==> config.mk <==
export PLATFORM = sky130hd
export DESIGN_NAME = adc_tdc_event_word_parser_unit
export DESIGN_NICKNAME = d
export VERILOG_FILES = /design/src/sv/atewp_pkg.sv /design/src/sv/atewp_cfg_regs.sv /design/src/sv/atewp_decode.sv /design/src/sv/atewp_out_reg.sv /design/src/sv/adc_tdc_event_word_parser_unit.sv
export VERILOG_INCLUDE_DIRS = /design/src /design/src/sv
export SDC_FILE = /design/constraint.sdc
export NUM_CORES = 1
export LEC_CHECK = 0
export ABC_CLOCK_PERIOD_IN_PS = 6300
export BUFFER_PORTS_ARGS = -buffer_cell sky130_fd_sc_hd__buf_2
export CELL_PAD_IN_SITES_DETAIL_PLACEMENT = 1
export CELL_PAD_IN_SITES_GLOBAL_PLACEMENT = 2
export CORE_MARGIN = 2
export CORE_UTILIZATION = 25
export DETAILED_ROUTE_END_ITERATION = 10
export PLACE_DENSITY = 0.58
export SLEW_MARGIN = 30
export SYNTH_ARGS = -nofsm -noshare
export SYNTH_HDL_FRONTEND = slang
export SYNTH_HIERARCHICAL = 1
export SYNTH_SLANG_ARGS = --single-unit
==> constraint.sdc <==
create_clock -name clk -period 6.3 [get_ports clk]
set_input_delay 1.26 -clock clk [delete_from_list [all_inputs] [get_ports clk]]
set_output_delay 1.26 -clock clk [all_outputs]
set_load 0.01 [all_outputs]
==> src/sv/adc_tdc_event_word_parser_unit_assert.svh <==
// assertion macros for the event word parser
// used by atewp_decode; no other dependencies
`ifndef ADC_TDC_EVENT_WORD_PARSER_UNIT_ASSERT_SVH
`define ADC_TDC_EVENT_WORD_PARSER_UNIT_ASSERT_SVH
`ifndef NO_ASSERTIONS
// same-cycle implication
`define ATEWP_ASSERT_IMPL(label, clk, rst, ante, cons) \
  label: assert property (@(posedge clk) disable iff (rst) (ante) |-> (cons)) \
    else $error("atewp assertion failed");
// next-cycle implication
`define ATEWP_ASSERT_NEXT(label, clk, rst, ante, cons) \
  label: assert property (@(posedge clk) disable iff (rst) (ante) |=> (cons)) \
    else $error("atewp assertion failed");
`else
`define ATEWP_ASSERT_IMPL(label, clk, rst, ante, cons)
`define ATEWP_ASSERT_NEXT(label, clk, rst, ante, cons)
`endif
`endif

==> src/sv/atewp_pkg.sv <==
// shared types and constants for the event word parser
// no dependencies
package atewp_pkg;

  typedef enum logic [1:0] {
    PH_START,
    PH_DATA,
    PH_TRAILER,
    PH_COUNTER
  } phase_t;

  typedef logic [2:0] kind_t;

  localparam kind_t KIND_ADC16   = 3'd0;
  localparam kind_t KIND_ADC32   = 3'd1;
  localparam kind_t KIND_TDC16   = 3'd2;
  localparam kind_t KIND_TDC32   = 3'd3;
  localparam kind_t KIND_COUNTER = 3'd4;

  localparam logic [2:0] TYPE_DATA    = 3'd0;
  localparam logic [2:0] TYPE_HEADER  = 3'd2;
  localparam logic [2:0] TYPE_TRAILER = 3'd4;

  localparam logic [1:0] RES_VALUE   = 2'd0;
  localparam logic [1:0] RES_TRAILER = 2'd1;
  localparam logic [1:0] RES_DISCARD = 2'd2;

  localparam logic [1:0] CFG_BOARD_COUNT = 2'd0;
  localparam logic [1:0] CFG_BOARD_KINDS = 2'd1;

  // counter board: seven words, the first one at board start
  localparam logic [5:0] COUNTER_TAIL = 6'd6;

  typedef struct packed {
    logic [1:0]  result_kind;
    logic [2:0]  board_index;
    logic [4:0]  geo_address;
    logic [5:0]  channel_number;
    logic [11:0] sample_value;
    logic [23:0] event_counter;
    logic        header_type_bad;
    logic        trailer_type_bad;
    logic        last_of_event;
  } result_t;

endpackage

==> src/sv/atewp_cfg_regs.sv <==
// configuration registers: board count (clamped) and per-board kind codes
// depends on atewp_pkg
module atewp_cfg_regs #(
  parameter int MAX_BOARDS = 8
) (
  input  logic                                clk,
  input  logic                                rst,
  input  logic                                cfg_valid,
  input  logic [1:0]                          cfg_index,
  input  logic [23:0]                         cfg_data,
  output logic [3:0]                          active_count,
  output atewp_pkg::kind_t [MAX_BOARDS-1:0]   kinds
);

  logic [3:0] board_count;

  always_ff @(posedge clk) begin
    if (rst) begin
      board_count <= 4'd1;
      kinds       <= '0;
    end else if (cfg_valid) begin
      if (cfg_index == atewp_pkg::CFG_BOARD_COUNT) begin
        board_count <= cfg_data[3:0];
      end
      if (cfg_index == atewp_pkg::CFG_BOARD_KINDS) begin
        for (int i = 0; i < MAX_BOARDS; i++) begin
          kinds[i] <= cfg_data[3*i +: 3];
        end
      end
    end
  end

  // zero counts as one board, anything above the limit as the limit
  always_comb begin
    if (board_count == 4'd0) begin
      active_count = 4'd1;
    end else if (board_count > 4'(MAX_BOARDS)) begin
      active_count = 4'(MAX_BOARDS);
    end else begin
      active_count = board_count;
    end
  end

endmodule

==> src/sv/atewp_decode.sv <==
// word register, parse state and single-pass decode of one readout word
// depends on atewp_pkg and adc_tdc_event_word_parser_unit_assert.svh
`include "adc_tdc_event_word_parser_unit_assert.svh"
module atewp_decode #(
  parameter int MAX_BOARDS = 8
) (
  input  logic                               clk,
  input  logic                               rst,
  input  logic                               in_valid,
  output logic                               in_ready,
  input  logic [31:0]                        data_word,
  input  logic [3:0]                         active_count,
  input  atewp_pkg::kind_t [MAX_BOARDS-1:0]  kinds,
  input  logic                               slot_free,
  output logic                               res_load,
  output atewp_pkg::result_t                 res
);

  logic                word_valid;
  logic [31:0]         word;
  atewp_pkg::phase_t   phase, phase_next;
  logic [2:0]          cur, cur_next;
  logic [5:0]          words_left, words_left_next;
  logic [4:0]          geo, geo_next;
  logic                hdr_bad, hdr_bad_next;

  logic                advance;
  logic                has_result;
  logic [2:0]          w_type;
  logic [4:0]          w_geo;
  atewp_pkg::kind_t    cur_kind;
  logic                fwd_found, wrap_found, start_found;
  logic [2:0]          fwd_b, wrap_b, start_b;
  atewp_pkg::kind_t    start_kind;
  logic                more_after;
  logic [2:0]          board_after;
  logic [5:0]          words_dec;

  assign advance  = word_valid && slot_free;
  assign in_ready = !word_valid || advance;
  assign res_load = advance && has_result;
  assign w_type   = word[26:24];
  assign w_geo    = word[31:27];
  assign words_dec = (words_left != 6'd0) ? words_left - 6'd1 : 6'd0;

  always_ff @(posedge clk) begin
    if (rst) begin
      word_valid <= 1'b0;
    end else if (in_valid && in_ready) begin
      word_valid <= 1'b1;
    end else if (advance) begin
      word_valid <= 1'b0;
    end
  end

  always_ff @(posedge clk) begin
    if (in_valid && in_ready) begin
      word <= data_word;
    end
  end

  // board search: first usable position from the current one, else from zero
  always_comb begin
    fwd_found  = 1'b0;
    fwd_b      = '0;
    wrap_found = 1'b0;
    wrap_b     = '0;
    more_after = 1'b0;
    cur_kind   = atewp_pkg::KIND_ADC16;
    start_kind = atewp_pkg::KIND_ADC16;
    for (int i = MAX_BOARDS - 1; i >= 0; i--) begin
      if (4'(i) < active_count && kinds[i] <= atewp_pkg::KIND_COUNTER) begin
        wrap_found = 1'b1;
        wrap_b     = 3'(i);
        if (3'(i) >= cur) begin
          fwd_found = 1'b1;
          fwd_b     = 3'(i);
        end
      end
      // an adc/tdc board still to come decides the last trailer of the event
      if (3'(i) > cur && 4'(i) < active_count && kinds[i] <= atewp_pkg::KIND_TDC32) begin
        more_after = 1'b1;
      end
    end
    start_found = fwd_found || wrap_found;
    start_b     = fwd_found ? fwd_b : wrap_b;
    for (int i = 0; i < MAX_BOARDS; i++) begin
      if (cur == 3'(i)) begin
        cur_kind = kinds[i];
      end
      if (start_b == 3'(i)) begin
        start_kind = kinds[i];
      end
    end
  end

  assign board_after = ({1'b0, cur} + 4'd1 >= active_count) ? 3'd0 : cur + 3'd1;

  // next state
  always_comb begin
    phase_next      = phase;
    cur_next        = cur;
    words_left_next = words_left;
    geo_next        = geo;
    hdr_bad_next    = hdr_bad;
    unique case (phase)
      atewp_pkg::PH_START: begin
        if (start_found) begin
          cur_next = start_b;
          if (start_kind == atewp_pkg::KIND_COUNTER) begin
            words_left_next = atewp_pkg::COUNTER_TAIL;
            phase_next      = atewp_pkg::PH_COUNTER;
          end else begin
            hdr_bad_next    = (w_type != atewp_pkg::TYPE_HEADER);
            geo_next        = w_geo;
            words_left_next = word[13:8];
            phase_next      = (word[13:8] != 6'd0) ? atewp_pkg::PH_DATA
                                                   : atewp_pkg::PH_TRAILER;
          end
        end
      end
      atewp_pkg::PH_COUNTER: begin
        words_left_next = words_dec;
        if (words_dec == 6'd0) begin
          cur_next   = board_after;
          phase_next = atewp_pkg::PH_START;
        end
      end
      atewp_pkg::PH_DATA: begin
        words_left_next = words_dec;
        if (words_dec == 6'd0) begin
          phase_next = atewp_pkg::PH_TRAILER;
        end
      end
      atewp_pkg::PH_TRAILER: begin
        cur_next   = board_after;
        phase_next = atewp_pkg::PH_START;
      end
      default: phase_next = atewp_pkg::PH_START;
    endcase
  end

  // result of this word
  always_comb begin
    res             = '0;
    has_result      = 1'b0;
    res.board_index = cur;
    res.geo_address = geo;
    res.header_type_bad = hdr_bad;
    unique case (phase)
      atewp_pkg::PH_DATA: begin
        has_result = 1'b1;
        if (w_type == atewp_pkg::TYPE_DATA && w_geo == geo) begin
          res.result_kind    = atewp_pkg::RES_VALUE;
          res.channel_number = cur_kind[0] ? word[21:16] : {1'b0, word[21:17]};
          // tdc hit without the valid bit reads as zero
          if ((cur_kind == atewp_pkg::KIND_TDC16 || cur_kind == atewp_pkg::KIND_TDC32)
              && !word[14]) begin
            res.sample_value = '0;
          end else begin
            res.sample_value = word[11:0];
          end
        end else begin
          res.result_kind = atewp_pkg::RES_DISCARD;
        end
      end
      atewp_pkg::PH_TRAILER: begin
        has_result           = 1'b1;
        res.result_kind      = atewp_pkg::RES_TRAILER;
        res.event_counter    = word[23:0];
        res.trailer_type_bad = (w_type != atewp_pkg::TYPE_TRAILER);
        res.last_of_event    = !more_after;
      end
      atewp_pkg::PH_START, atewp_pkg::PH_COUNTER: begin
        has_result = 1'b0;
      end
      default: has_result = 1'b0;
    endcase
  end

  always_ff @(posedge clk) begin
    if (rst) begin
      phase      <= atewp_pkg::PH_START;
      cur        <= '0;
      words_left <= '0;
      geo        <= '0;
      hdr_bad    <= 1'b0;
    end else if (advance) begin
      phase      <= phase_next;
      cur        <= cur_next;
      words_left <= words_left_next;
      geo        <= geo_next;
      hdr_bad    <= hdr_bad_next;
    end
  end

  `ATEWP_ASSERT_IMPL(a_result_phase, clk, rst, res_load,
    phase == atewp_pkg::PH_DATA || phase == atewp_pkg::PH_TRAILER)
  `ATEWP_ASSERT_IMPL(a_data_count, clk, rst, phase == atewp_pkg::PH_DATA,
    words_left != 6'd0)
  `ATEWP_ASSERT_NEXT(a_trailer_ends_board, clk, rst,
    advance && phase == atewp_pkg::PH_TRAILER, phase == atewp_pkg::PH_START)
  `ATEWP_ASSERT_IMPL(a_result_kind_code, clk, rst, res_load,
    res.result_kind != 2'd3)

endmodule

==> src/sv/atewp_out_reg.sv <==
// result register between the decoder and the output channel
// depends on atewp_pkg
module atewp_out_reg (
  input  logic                clk,
  input  logic                rst,
  input  logic                load,
  input  atewp_pkg::result_t  res,
  output logic                slot_free,
  output logic                out_valid,
  input  logic                out_ready,
  output atewp_pkg::result_t  held
);

  assign slot_free = !out_valid || out_ready;

  always_ff @(posedge clk) begin
    if (rst) begin
      out_valid <= 1'b0;
    end else if (load) begin
      out_valid <= 1'b1;
    end else if (out_ready) begin
      out_valid <= 1'b0;
    end
  end

  always_ff @(posedge clk) begin
    if (load) begin
      held <= res;
    end
  end

endmodule

==> src/sv/adc_tdc_event_word_parser_unit.sv <==
// event word parser for a chain of adc/tdc and counter boards
// depends on atewp_pkg, atewp_cfg_regs, atewp_decode, atewp_out_reg
//
// usage:
//   in channel: one 32-bit readout word per handshake (in_valid/in_ready),
//     boards in configured order: header, data words, trailer; counter
//     boards are seven words with no result
//   out channel: at most one result per word (out_valid/out_ready): a channel
//     value or discard report per data word, a trailer report per trailer
//   cfg channel: cfg_index 0 = board count, 1 = board kinds (3 bits each);
//     cfg_ready is always high, write only while the parser is idle
//   path: a word is held in the word register, and its result goes to the
//     result register when that register is empty or being read
//   throughput: one word per cycle while the result register is free; decode
//     is a single pass between the word register and the result register
//   reset: one adc16 board, parser waits for the header of board 0
//   stall: a held result keeps its word register free for one more word;
//     in_ready drops only when both registers are full and out_ready is low
module adc_tdc_event_word_parser_unit #(
  parameter int MAX_BOARDS = 8
) (
  input  logic        clk,
  input  logic        rst,
  input  logic        in_valid,
  output logic        in_ready,
  input  logic [31:0] data_word,
  output logic        out_valid,
  input  logic        out_ready,
  output logic [1:0]  result_kind,
  output logic [2:0]  board_index,
  output logic [4:0]  geo_address,
  output logic [5:0]  channel_number,
  output logic [11:0] sample_value,
  output logic [23:0] event_counter,
  output logic        header_type_bad,
  output logic        trailer_type_bad,
  output logic        last_of_event,
  input  logic        cfg_valid,
  output logic        cfg_ready,
  input  logic [1:0]  cfg_index,
  input  logic [23:0] cfg_data
);

  logic [3:0]                         active_count;
  atewp_pkg::kind_t [MAX_BOARDS-1:0]  kinds;
  logic                               slot_free;
  logic                               res_load;
  atewp_pkg::result_t                 res;
  atewp_pkg::result_t                 held;

  assign cfg_ready = 1'b1;

  atewp_cfg_regs #(
    .MAX_BOARDS(MAX_BOARDS)
  ) u_cfg (
    .clk          (clk),
    .rst          (rst),
    .cfg_valid    (cfg_valid),
    .cfg_index    (cfg_index),
    .cfg_data     (cfg_data),
    .active_count (active_count),
    .kinds        (kinds)
  );

  atewp_decode #(
    .MAX_BOARDS(MAX_BOARDS)
  ) u_decode (
    .clk          (clk),
    .rst          (rst),
    .in_valid     (in_valid),
    .in_ready     (in_ready),
    .data_word    (data_word),
    .active_count (active_count),
    .kinds        (kinds),
    .slot_free    (slot_free),
    .res_load     (res_load),
    .res          (res)
  );

  atewp_out_reg u_out (
    .clk       (clk),
    .rst       (rst),
    .load      (res_load),
    .res       (res),
    .slot_free (slot_free),
    .out_valid (out_valid),
    .out_ready (out_ready),
    .held      (held)
  );

  assign result_kind      = held.result_kind;
  assign board_index      = held.board_index;
  assign geo_address      = held.geo_address;
  assign channel_number   = held.channel_number;
  assign sample_value     = held.sample_value;
  assign event_counter    = held.event_counter;
  assign header_type_bad  = held.header_type_bad;
  assign trailer_type_bad = held.trailer_type_bad;
  assign last_of_event    = held.last_of_event;

endmodule
==> results of run 1 <==
==> worst min-delay path by stage <==
stage	startpoint	slack, ps	to	depth (start not counted)
after floorplan	u_decode/geo[0]	450	u_out/held[45]	0
after global placement	u_decode/hdr_bad	410	u_out/held[2]	0
after detailed placement	u_decode/hdr_bad	410	u_out/held[2]	0
after CTS	u_decode/hdr_bad	430	u_out/held[2]	0
after global routing	u_decode/hdr_bad	440	u_out/held[2]	0
final	u_decode/hdr_bad	430	u_out/held[2]	0
==> flip-flops by register name, indices dropped and copies added (netlist names) <==
name                 cells
u_decode/cur             3
u_out/out_valid          1
u_out/held              55
u_cfg/kinds             24
u_decode/word_valid      1
u_decode/word           32
u_cfg/board_count        4
u_decode/geo             5
u_decode/hdr_bad         1
u_decode/phase           2
u_decode/words_left      6
==> power by group through the flow <==
stage	Combinational [W]	Clock [W]	Sequential, W
6_report	0.000224	0.00107	0.000997
5_1_grt	0.000249	0.00114	0.00100
4_1_cts	0.000226	0.00111	0.000997
3_5_place_dp	0.000224	0	0.00102
3_3_place_gp	0.000221	0	0.00102
2_1_floorplan	0.000164	0	0.00100
==> per-stage QoR <==
step | cells | hold slack, ps | setup WS (ps) | util
final | 1052 | 426.4 | 2380 | 0.3125
after global routing | 1051 | 439.4 | 2035 | 0.3124
after CTS | 1051 | 430.0 | 2362 | 0.3124
after floorplan | 589 | 452.2 | 3009 | -
after detailed placement | 1019 | 411.9 | 2371 | 0.2886
after global placement | 1019 | 410.6 | 2519 | 0.2884
==> cells by family after synthesis <==
group | Yosys count
AOI/OAI and AO/OA | 113
muxes | 45
DFF | 134
other | 1
adders and majority gates | 14
and+or+nand+nor | 227
buffers and inverters | 48
xor gates and xnor gates | 7
==> cell type report <==
cell class | count | area (um2) | area share
inverter | 20 | 75.07 | 0.009218
clock buffer | 17 | 425.4 | 0.05224
multi-input combinational | 407 | 2848 | 0.3497
clock inverter | 15 | 195.2 | 0.02397
tap | 335 | 419.2 | 0.05147
antenna | 1 | 2.502 | 0.0003073
sequential | 134 | 3553 | 0.4363
timing repair buffer | 123 | 625.6 | 0.07682
==> layout by cell type, fill, tap and decap left out, types with 6 or more instances in the layout <==
master	Yosys	layout
a21oi_1	21	20
a31oi_1	8	8
and2_1	38	38
buf_2	2	119
clkbuf_16	0	17
dfxtp_1	47	47
edfxtp_1	87	87
ha_1	14	13
inv_1	19	19
inv_8	0	6
mux2i_1	44	44
nand2_1	29	29
nand2b_1	67	67
nand3_1	8	8
nor2_1	36	36
nor2b_1	6	6
nor3_1	10	10
o21a_1	7	7
o21ai_0	14	14
xnor2_1	7	7
==> per-layer routing <==
metal / global-route usage / part of all wire
met1: 0.1787 / 0.47
met2: 0.2299 / 0.48
met3: 0.02780 / 0.028
met4: 0.05022 / 0.019
met5: 0 / 0
==> cell usage after synthesis (14+ instances only) <==
cell type | n | share of area
edfxtp_1 | 87 | 0.39
nand2b_1 | 67 | 0.063
dfxtp_1 | 47 | 0.14
mux2i_1 | 44 | 0.066
and2_1 | 38 | 0.036
nor2_1 | 36 | 0.020
nand2_1 | 29 | 0.016
a21oi_1 | 21 | 0.016
inv_1 | 19 | 0.011
clkbuf_1 | 18 | 0.010
ha_1 | 14 | 0.026
o21ai_0 | 14 | 0.011
==> results.md, run 1 <==
- R2R cell count: 11
- Slowest stage delay, CP: 710 ps
- Post-synthesis cell type count: 81
- Placed cell areas: 7521 um2
- Hold Buf Count CTS: 0
- Area growth syn-to-layout: 22.67%
- Routed length per instance: 18.05 um
- Mapped Nets: 666
- RSZ-0062 raised after global routing: no
- Worst-path clk slew: 60 ps
- #FFs+latches synth: 134
- Reg-to-reg slack, setup: 2380 ps
- Final min period: 3920 ps
- Largest family of logic cells by synthesized area: simple AND/OR/NAND/NOR gates
- Drt pass-1 iters: 4
- Synth Area in Compound Gates: 0.1274
- Horiz. Die Dim: 167.0 um
- Die area: 27880 um2
- Clk_skew: 14.84 ps
- Psw: 0.0006260 W
- DRC viols: 0
- Sequential Power Share: 0.434
- Final Cycle Share: 0.6222
- Sequential share of the synthesized area: 0.5352
- DR vias: 4910
- Input/output buffers: 119
- Leakage: 3.148 nW
- Clock Latency Late Sink: 430 ps
- GRT Overall Usage: 0.1385
- Final-report setup violation count: 0
- Final WL: 18.99 mm
- Maximum net fanout on the critical path: 17
- CP Capture Point: u_decode/hdr_bad
- Critical Path Source: u_decode/cur[0]
- Cell Chain, Critical Path: inv_1, ha_1, nand4b_1, a32oi_1, o311ai_1, a31oi_1, o2bb2ai_1, a221o_1, nor2_1, o211a_1, mux2_4
- Final hold violation count: 0
- Async SR Flop Fraction: 0
- Synth Area in XOR/XNOR: 0.009235
- Vias in the first global route: 5169
- Total gr overflow: 0
- Final TNS setup: 0 ps
- Hold Path Class: flop to flop
- Worst relative slew slack: 0.3801
- H-tree Lvls: 4
- Cell area after layout: 8144 um2
- Area of the core: 26060 um2
- Reg-to-reg startpoint: u_decode/cur[0]
- Critical path capture point type: flop
- CTS tree: yes
- Run status: finished, final reports clean
- Peak supply drop: 115.9 uV
- Post-synthesis adder-cell area fraction: 0.02639
- Num CTS Buffers: 17
- Initial antenna violation count: 1
- Share of cells above drive strength 1: 0.2500
- Initial Utilization: 0.2548
- Critical Path Start Type: flop
- Largest net degree at the start of global routing: 54
- Top FF cell, synth: edfxtp_1
- Detail Route Antenna Nets: 0
- Fill cells: 2909
- Post-CTS setup buffer count: 0
- TritonCTS Sinks: 134
- Fmax: 255.1 MHz
- Warnings from Yosys: 6
- Site Rows: 59
- Post-synthesis area per instance: 11.27 um2
- Via/cell ratio: 4.667
- CP Depth: 11
- Root Buffer: clkbuf_16
- Number of I/O pins: 121
- Reg2reg end: u_decode/hdr_bad
- Delay-heaviest family, CP: compound AO/OA/AOI/OAI gates
- Worst path bufs/invs: 1
- Mapped Area: 6639 um2
- Total power: 0.002295 W
- Pwr Density: 281.9 nW/um2
- Multiplexer share of the synthesized area: 0.06860
- HPWL Detailed: 13.70 mm
- Max Slew Vio Count: 0
- Nets@finish: 780
- RePlAce Congestion: 0.8476
- Data required, critical path: 6620 ps
- First-pass GRT wire length: 29.76 mm
- Least-Margin Pin Slew: 928.6 ps
- Worst setup path class: flop to flop
- CP Data Arrival Time: 4240 ps
- Max_cap viols: 0
- Crit path max-delay cell type: dfxtp_1
- Die height: 167.0 um
- CTS max path bufs: 2
- Clk network pwr share: 0.468
- Gate power share: 0.098
- EDFF count, synth: 87
- CTS resizes: 0
- DRC marker count from the first detailed-route iteration: 246
- Post-Syn Instances: 589
- Net Sw Frac: 0.2727
- Int Pwr: 0.001669 W
- Simple-gate portion of the synthesized area: 0.1956
Power figures use the tool's default switching activity.
==> run 2: changes to the inputs <==
ABC_AREA = 1   (was unset)
ABC_CLOCK_PERIOD_IN_PS = 3910   (was 6300)
PLACE_DENSITY = 0.62   (was 0.58)
clock period = 3.91 ns   (was 6.3 ns; I/O delays follow)
==> results.md, run 2 <==
- Synth top area share: 0.4025 (+0.009028)
- Critical Path Start Type: flop
- Number of I/O pins: 121 (unchanged)
- Critical path capture point type: flop
- Mapped Nets: 834 (+25%)
- Peak supply drop: 228.0 uV (+97%)
- Leakage: 3.818 nW (+21%)
- Post-synthesis area per instance: 8.573 um2 (-24%)
- RSZ-0062 raised after global routing: no
- Total gr overflow: 0 (unchanged)
- Commonest cells after routing, fill and taps aside: nand2_1 (175), buf_2 (119), inv_1 (113), nor2_1 (105), edfxtp_1 (87)
- Total power: 0.003699 W (+61%)
- Drt pass-1 iters: 5 (+1)
- Fmax: 326.8 MHz (+28%)
- Cell area after layout: 8039 um2 (-1.3%)
- CTS max path bufs: 2 (unchanged)
- CTS tree: yes
- Root Buffer: clkbuf_16
- CTS resizes: 0 (unchanged)
- Critical Path Source: u_decode/cur[0]
- Register Area: 3553 um2 (unchanged)
- Run status: finished, final reports clean
- Max Slew Vio Count: 0 (unchanged)
- RePlAce Congestion: 0.8057 (-4.9%)
- H-tree Lvls: 4 (unchanged)
- Area of the core: 25330 um2 (-2.8%)
- Initial Utilization: 0.2562 (+0.001484)
- Biggest regs: u_out/held x55, u_decode/word x32, u_cfg/kinds x24
- Maximum net fanout on the critical path: 16 (-1)
- Post-Syn Instances: 757 (+29%)
- Routed length per instance: 15.35 um (-15%)
- GRT Overall Usage: 0.1436 (+0.005054)
- Area growth syn-to-layout: 23.87%
- Post-CTS setup buffer count: 0 (unchanged)
- Sequential share of the synthesized area: 0.5475 (+0.01228)
- Area of the multi-input gates: 2371 um2 (-17%)
- Fill cells: 3063 (+5.3%)
- Die height: 165.1 um (-1.1%)
- Worst relative slew slack: 0.4914 (+0.1112)
- Final WL: 18.84 mm (-0.82%)
- Reg-to-reg startpoint: u_decode/cur[0]
- DR vias: 5330 (+8.6%)
- Yosys top cell by area: edfxtp_1
- Mapped Area: 6490 um2 (-2.2%)
- R2R cell count: 20 (+9)
- Least-Margin Pin Slew: 761.3 ps (-167.3 ps)
- Vias in the first global route: 5495 (+6.3%)
- Final min period: 3060 ps (-860.1 ps)
- CP Capture Point: u_decode/geo[4]
- #FFs+latches synth: 134 (unchanged)
- Horiz. Die Dim: 165.1 um (-1.1%)
- Cell Chain, Critical Path: inv_1, ha_1, nand2_1, nand2_1, nand3_2, nand2_2, nor2_4, nand2_2, and2_4, nand2_4, nand2_4, nor2_2, nand3_1, nand3_1, nand2_1, nand3_2, nand2_4, nand2_1, nand2_1, a21oi_1
- Warnings from Yosys: 6 (unchanged)
- DRC viols: 0 (unchanged)
- First-pass GRT wire length: 29.85 mm (+0.30%)
- Site Rows: 58 (-1.7%)
- Critical Path Most Common Cell: nand2_1
- Post-synthesis cell type count: 42 (-48%)
- Hold Buf Count CTS: 0 (unchanged)
- Data required, critical path: 4260 ps (-2360 ps)
- Area contributors post-synth: edfxtp_1 (40%), dfxtp_1 (14%), nand2_1 (10%), inv_1 (6.5%), nor2_1 (6.1%)
- Input/output buffers: 119 (unchanged)
- Top reg by flops: u_out/held
- Reg2reg end: u_decode/geo[4]
- Pre-CTS WS: 817.7 ps (-1554 ps)
- Commonest non-fill, non-tap cell in the layout: nand2_1
- Top-count cell post-synth: nand2_1
- Reg-to-reg slack, setup: 850 ps (-1530 ps)
- Clk_skew: 14.87 ps (+0.02750 ps)
- Die area: 27260 um2 (-2.2%)
- Worst-path clk slew: 60 ps (about the same)
- TritonCTS Sinks: 134 (unchanged)
- Placed cell areas: 7446 um2 (-1.0%)
- Clock Latency Late Sink: 420 ps (about the same)
- Via/cell ratio: 4.344 (-6.9%)
- HPWL Detailed: 14.13 mm (+3.1%)
- EDFF count, synth: 87 (unchanged)
- Initial antenna violation count: 0 (-1)
- Hold Path Class: flop to flop
- Num CTS Buffers: 17 (unchanged)
- Final hold violation count: 0 (unchanged)
- Max FFs per register: 55 (unchanged)
- Detail Route Antenna Nets: 0 (unchanged)
- Setup slack after layout: 850.4 ps (-1530 ps)
- Pwr Density: 460.2 nW/um2 (+63%)
- Post-synth top cells: nand2_1 (175), inv_1 (113), nor2_1 (106)
- Largest net degree at the start of global routing: 56 (+3.7%)
- Worst setup path class: flop to flop
- Top FF cell, synth: edfxtp_1
- Final Cycle Share: 0.7825 (+0.1603)
- CP Data Arrival Time: 3410 ps (-830 ps)
- Nets@finish: 960 (+23%)
- Async SR Flop Fraction: 0 (unchanged)
- Crit path max-delay cell type: dfxtp_1
- Share of cells above drive strength 1: 0.2232 (-0.02679)
- Max_cap viols: 0 (unchanged)
- Final TNS setup: 0 ps (unchanged)
- Final-report setup violation count: 0 (unchanged)
- DRC marker count from the first detailed-route iteration: 280 (+14%)
- Slowest stage delay, CP: 550 ps (-160 ps)
## run 2: cell families (layout without fill, tap and decap cells)
| group | after synthesis | after routing | synth area share |
|---|---|---|---|
| AOI/OAI and AO/OA | 79 | 79 | 0.07018 |
| xor gates and xnor gates | 3 | 3 | 0.004049 |
| adders and majority gates | 14 | 14 | 0.02699 |
| DFF | 134 | 134 | 0.5475 |
| other | 1 | 2 | 0.0005778 |
| buffers and inverters | 141 | 280 | 0.09003 |
| and+or+nand+nor | 385 | 385 | 0.2607 |
## run 2: per-stage QoR
step                      hold slack (ps)  instances    util
final                               441.7       1227  0.3174
after global routing                465.9       1226  0.3173
after CTS                           444.0       1226  0.3173
after detailed placement            425.9       1194  0.2940
after global placement              424.4       1194  0.2940
after floorplan                     429.4        757       -
## run 2: worst min-delay path by stage
stage | from | to | slack (ps) | cells after the start
floorplan | u_cfg/board_count[0] | u_cfg/board_count[0] | 430 | 2
global placement | u_decode/hdr_bad | u_out/held[2] | 420 | 0
detailed placement | u_decode/hdr_bad | u_out/held[2] | 430 | 0
CTS | u_decode/hdr_bad | u_out/held[2] | 440 | 0
global route | u_decode/hdr_bad | u_out/held[2] | 470 | 0
finish | u_decode/hdr_bad | u_out/held[2] | 440 | 0
## run 2: area by class of cell
| class | count | share of cell area |
|---|---|---|
| flip-flops and latches | 134 | 0.4420 |
| multi-input cells | 482 | 0.2949 |
| repair buffers | 126 | 0.08062 |
| clock buffers | 20 | 0.06086 |
| inverters | 122 | 0.05728 |
| well taps | 330 | 0.05136 |
| clock inverters | 12 | 0.01261 |
| diodes | 1 | 0.0003113 |
## run 2: critical path: cells and delay by family (launching register included)
| family | cells | cell delay [ps] |
|---|---|---|
| and+or+nand+nor | 17 | 1770 |
| DFF | 1 | 550 |
| adders and majority gates | 1 | 330 |
| buffers and inverters | 1 | 210 |
| AOI/OAI and AO/OA | 1 | 140 |
## run 2: layer usage
metal / up-vias / share of wire / global-route usage / wire, um
li1: 2710 / - / - / -
met1: 2510 / 0.48 / 0.1874 / 9019
met2: 100 / 0.47 / 0.2430 / 8805
met3: 10 / 0.044 / 0.02872 / 831
met4: 0 / 0.0095 / 0.03715 / 179
met5: - / 0 / 0 / 0
## run 2: report_power, final
| group | internal (W) | switching (W) |
|---|---|---|
| logic | 0.000160 | 0.000318 |
| registers | 0.00157 | 0.0000560 |
| clock network | 0.000923 | 0.000674 |
==> run 3: changes to the inputs <==
ABC_CLOCK_PERIOD_IN_PS = 3100   (was 3910)
clock period = 3.1 ns   (was 3.91 ns; I/O delays follow)
==> results.md, run 3 (same netlist as run 2, synthesis figures left out) <==
- First-pass GRT wire length: 29.15 mm (-2.4%)
- Total gr overflow: 0 (unchanged)
- Fmax: 366.7 MHz (+12%)
- Die area: 27260 um2 (unchanged)
- Horiz. Die Dim: 165.1 um (unchanged)
- DR vias: 5364 (+0.64%)
- GRT Overall Usage: 0.1420 (-0.001564)
- Max Slew Vio Count: 0 (unchanged)
- Peak supply drop: 290.9 uV (+28%)
- H-tree Lvls: 4 (unchanged)
- Final Cycle Share: 0.8797 (+0.09720)
- Register Area: 3556 um2 (about the same)
- Nets@finish: 963 (+0.31%)
- Area growth syn-to-layout: 24.73%
- Detail Route Antenna Nets: 0 (unchanged)
- Final min period: 2727 ps (-332.5 ps)
- Max_cap viols: 0 (unchanged)
- Hold Path Class: input pin to flop
- Crit path max-delay cell type: dfxtp_1
- CP Depth: 19 (-5.0%)
- Total power: 0.004688 W (+27%)
- Die height: 165.1 um (unchanged)
- Area of the core: 25330 um2 (unchanged)
- Commonest cells after routing, fill and taps aside: nand2_1 (175), buf_2 (119), inv_1 (113), nor2_1 (103), edfxtp_1 (87)
- RSZ-0062 raised after global routing: no
- Drt pass-1 iters: 4 (-1)
- Worst relative slew slack: 0.5934 (+0.1020)
- Final TNS setup: 0 ps (unchanged)
- Final hold violation count: 0 (unchanged)
- CTS max path bufs: 2 (unchanged)
- HPWL Detailed: 13.86 mm (-1.9%)
- Num CTS Buffers: 17 (unchanged)
- Run status: finished, final reports clean
- Cell Chain, Critical Path: inv_1, ha_1, nand2_1, nand2_1, nand3_2, nand2_2, a21oi_1, nor2_1, nand2_2, inv_1, nor2_1, nand3_1, nand3_1, nand2_1, nand3_2, nand2_4, nand2_1, nand2_1, a21oi_1
- Max FFs per register: 55 (unchanged)
- DRC viols: 0 (unchanged)
- Share of cells above drive strength 1: 0.2314 (+0.008154)
- Number of I/O pins: 121 (unchanged)
- R2R cell count: 19 (-5.0%)
- Largest net degree at the start of global routing: 56 (unchanged)
- Slowest stage delay, CP: 310 ps (-240 ps)
- Critical path capture point type: flop
- Commonest non-fill, non-tap cell in the layout: nand2_1
- Least-Margin Pin Slew: 604.3 ps (-156.9 ps)
- RePlAce Congestion: 0.7989 (-0.84%)
- Site Rows: 58 (unchanged)
- Root Buffer: clkbuf_16
- Final-report setup violation count: 0 (unchanged)
- Vias in the first global route: 5341 (-2.8%)
- Input/output buffers: 119 (unchanged)
- Reg-to-reg slack, setup: 370 ps (-480 ps)
- Critical Path Most Common Cell: nand2_1
- Leakage: 3.834 nW (+0.43%)
- WHS Path Cells: 1 (+1)
- Fill cells: 3026 (-1.2%)
- Via/cell ratio: 4.361 (+0.39%)
- Top reg by flops: u_out/held
- Worst path bufs/invs: 2 (+1)
- Worst-path clk slew: 60 ps (about the same)
- Initial antenna violation count: 0 (unchanged)
- Pwr Density: 579.1 nW/um2 (+26%)
- Initial Utilization: 0.2562 (unchanged)
- Data required, critical path: 3400 ps (-860 ps)
- Clock Latency Late Sink: 420 ps (about the same)
- Hold Buf Count CTS: 0 (unchanged)
- Routed length per instance: 15.22 um (-0.87%)
- Clk_skew: 11.89 ps (-2.982 ps)
- Final WL: 18.72 mm (-0.63%)
- Worst setup path class: flop to flop
- CTS tree: yes
- Biggest regs: u_out/held x55, u_decode/word x32, u_cfg/kinds x24
- Worst hold slack: 371.4 ps (-70.30 ps)
- TritonCTS Sinks: 134 (unchanged)
- Maximum net fanout on the critical path: 16 (unchanged)
- Delay-heaviest family, CP: simple AND/OR/NAND/NOR gates
- DRC marker count from the first detailed-route iteration: 250 (-11%)
- Critical Path Start Type: flop
- Area of the multi-input gates: 2389 um2 (+0.74%)
- CP Data Arrival Time: 3030 ps (-380 ps)
- Core Util, Final: 0.3196 (+0.002223)
[run 3: final cells by class]
type | instances | area share
diodes | 1 | 0.0003091
clock buffers | 20 | 0.06043
clock inverters | 12 | 0.01267
inverters | 122 | 0.05688
multi-input cells | 482 | 0.2951
flip-flops and latches | 134 | 0.4393
well taps | 330 | 0.05100
repair buffers | 129 | 0.08439
[run 3: metal layers]
metal	GRT usage	vias up	wire (um)
li1	-	2711	-
met1	0.1889	2516	8887
met2	0.2333	119	8630
met3	0.02722	18	908
met4	0.04427	0	291
met5	0	-	0
[run 3: path summary, 6_finish.rpt]
check	from	to
setup / recovery	u_decode/cur[0]	u_decode/geo[4]
hold / removal	data_word[11]	u_decode/word[11]
setup reg to reg	u_decode/cur[0]	u_decode/geo[4]
hold reg to reg	u_decode/hdr_bad	u_out/held[2]
[run 3: through the flow]
step                cells  cell area, um2  setup WS [ps]
floorplan             757            6492          305.2
global placement     1197            7481          305.3
detailed placement   1197            7481          233.7
CTS                  1229            8073          195.6
global route         1229            8093          12.90
finish               1230            8095          372.9
[run 3: timing repair]
item,CTS,global route
resized for setup,0,4
buffers inserted,0,0
setup endpoints to repair,0,5
[run 3: power breakdown]
part	switching [W]	internal, W	leakage [nW]
Sequential	0.0000648	0.00198	1.29
Combinational	0.000407	0.000211	2.25
Clock	0.000863	0.00116	0.292
Total	0.00134	0.00335	3.83
[run 3: worst reg2reg max path, stage by stage (launching register included)]
cell and delay (ps):
dfxtp_1 310, inv_1 180, ha_1 300, nand2_1 150, nand2_1 120, nand3_2 100
nand2_2 120, a21oi_1 60, nor2_1 130, nand2_2 140, inv_1 140, nor2_1 70
nand3_1 70, nand3_1 70, nand2_1 70, nand3_2 100, nand2_4 160, nand2_1 160
nand2_1 110, a21oi_1 60
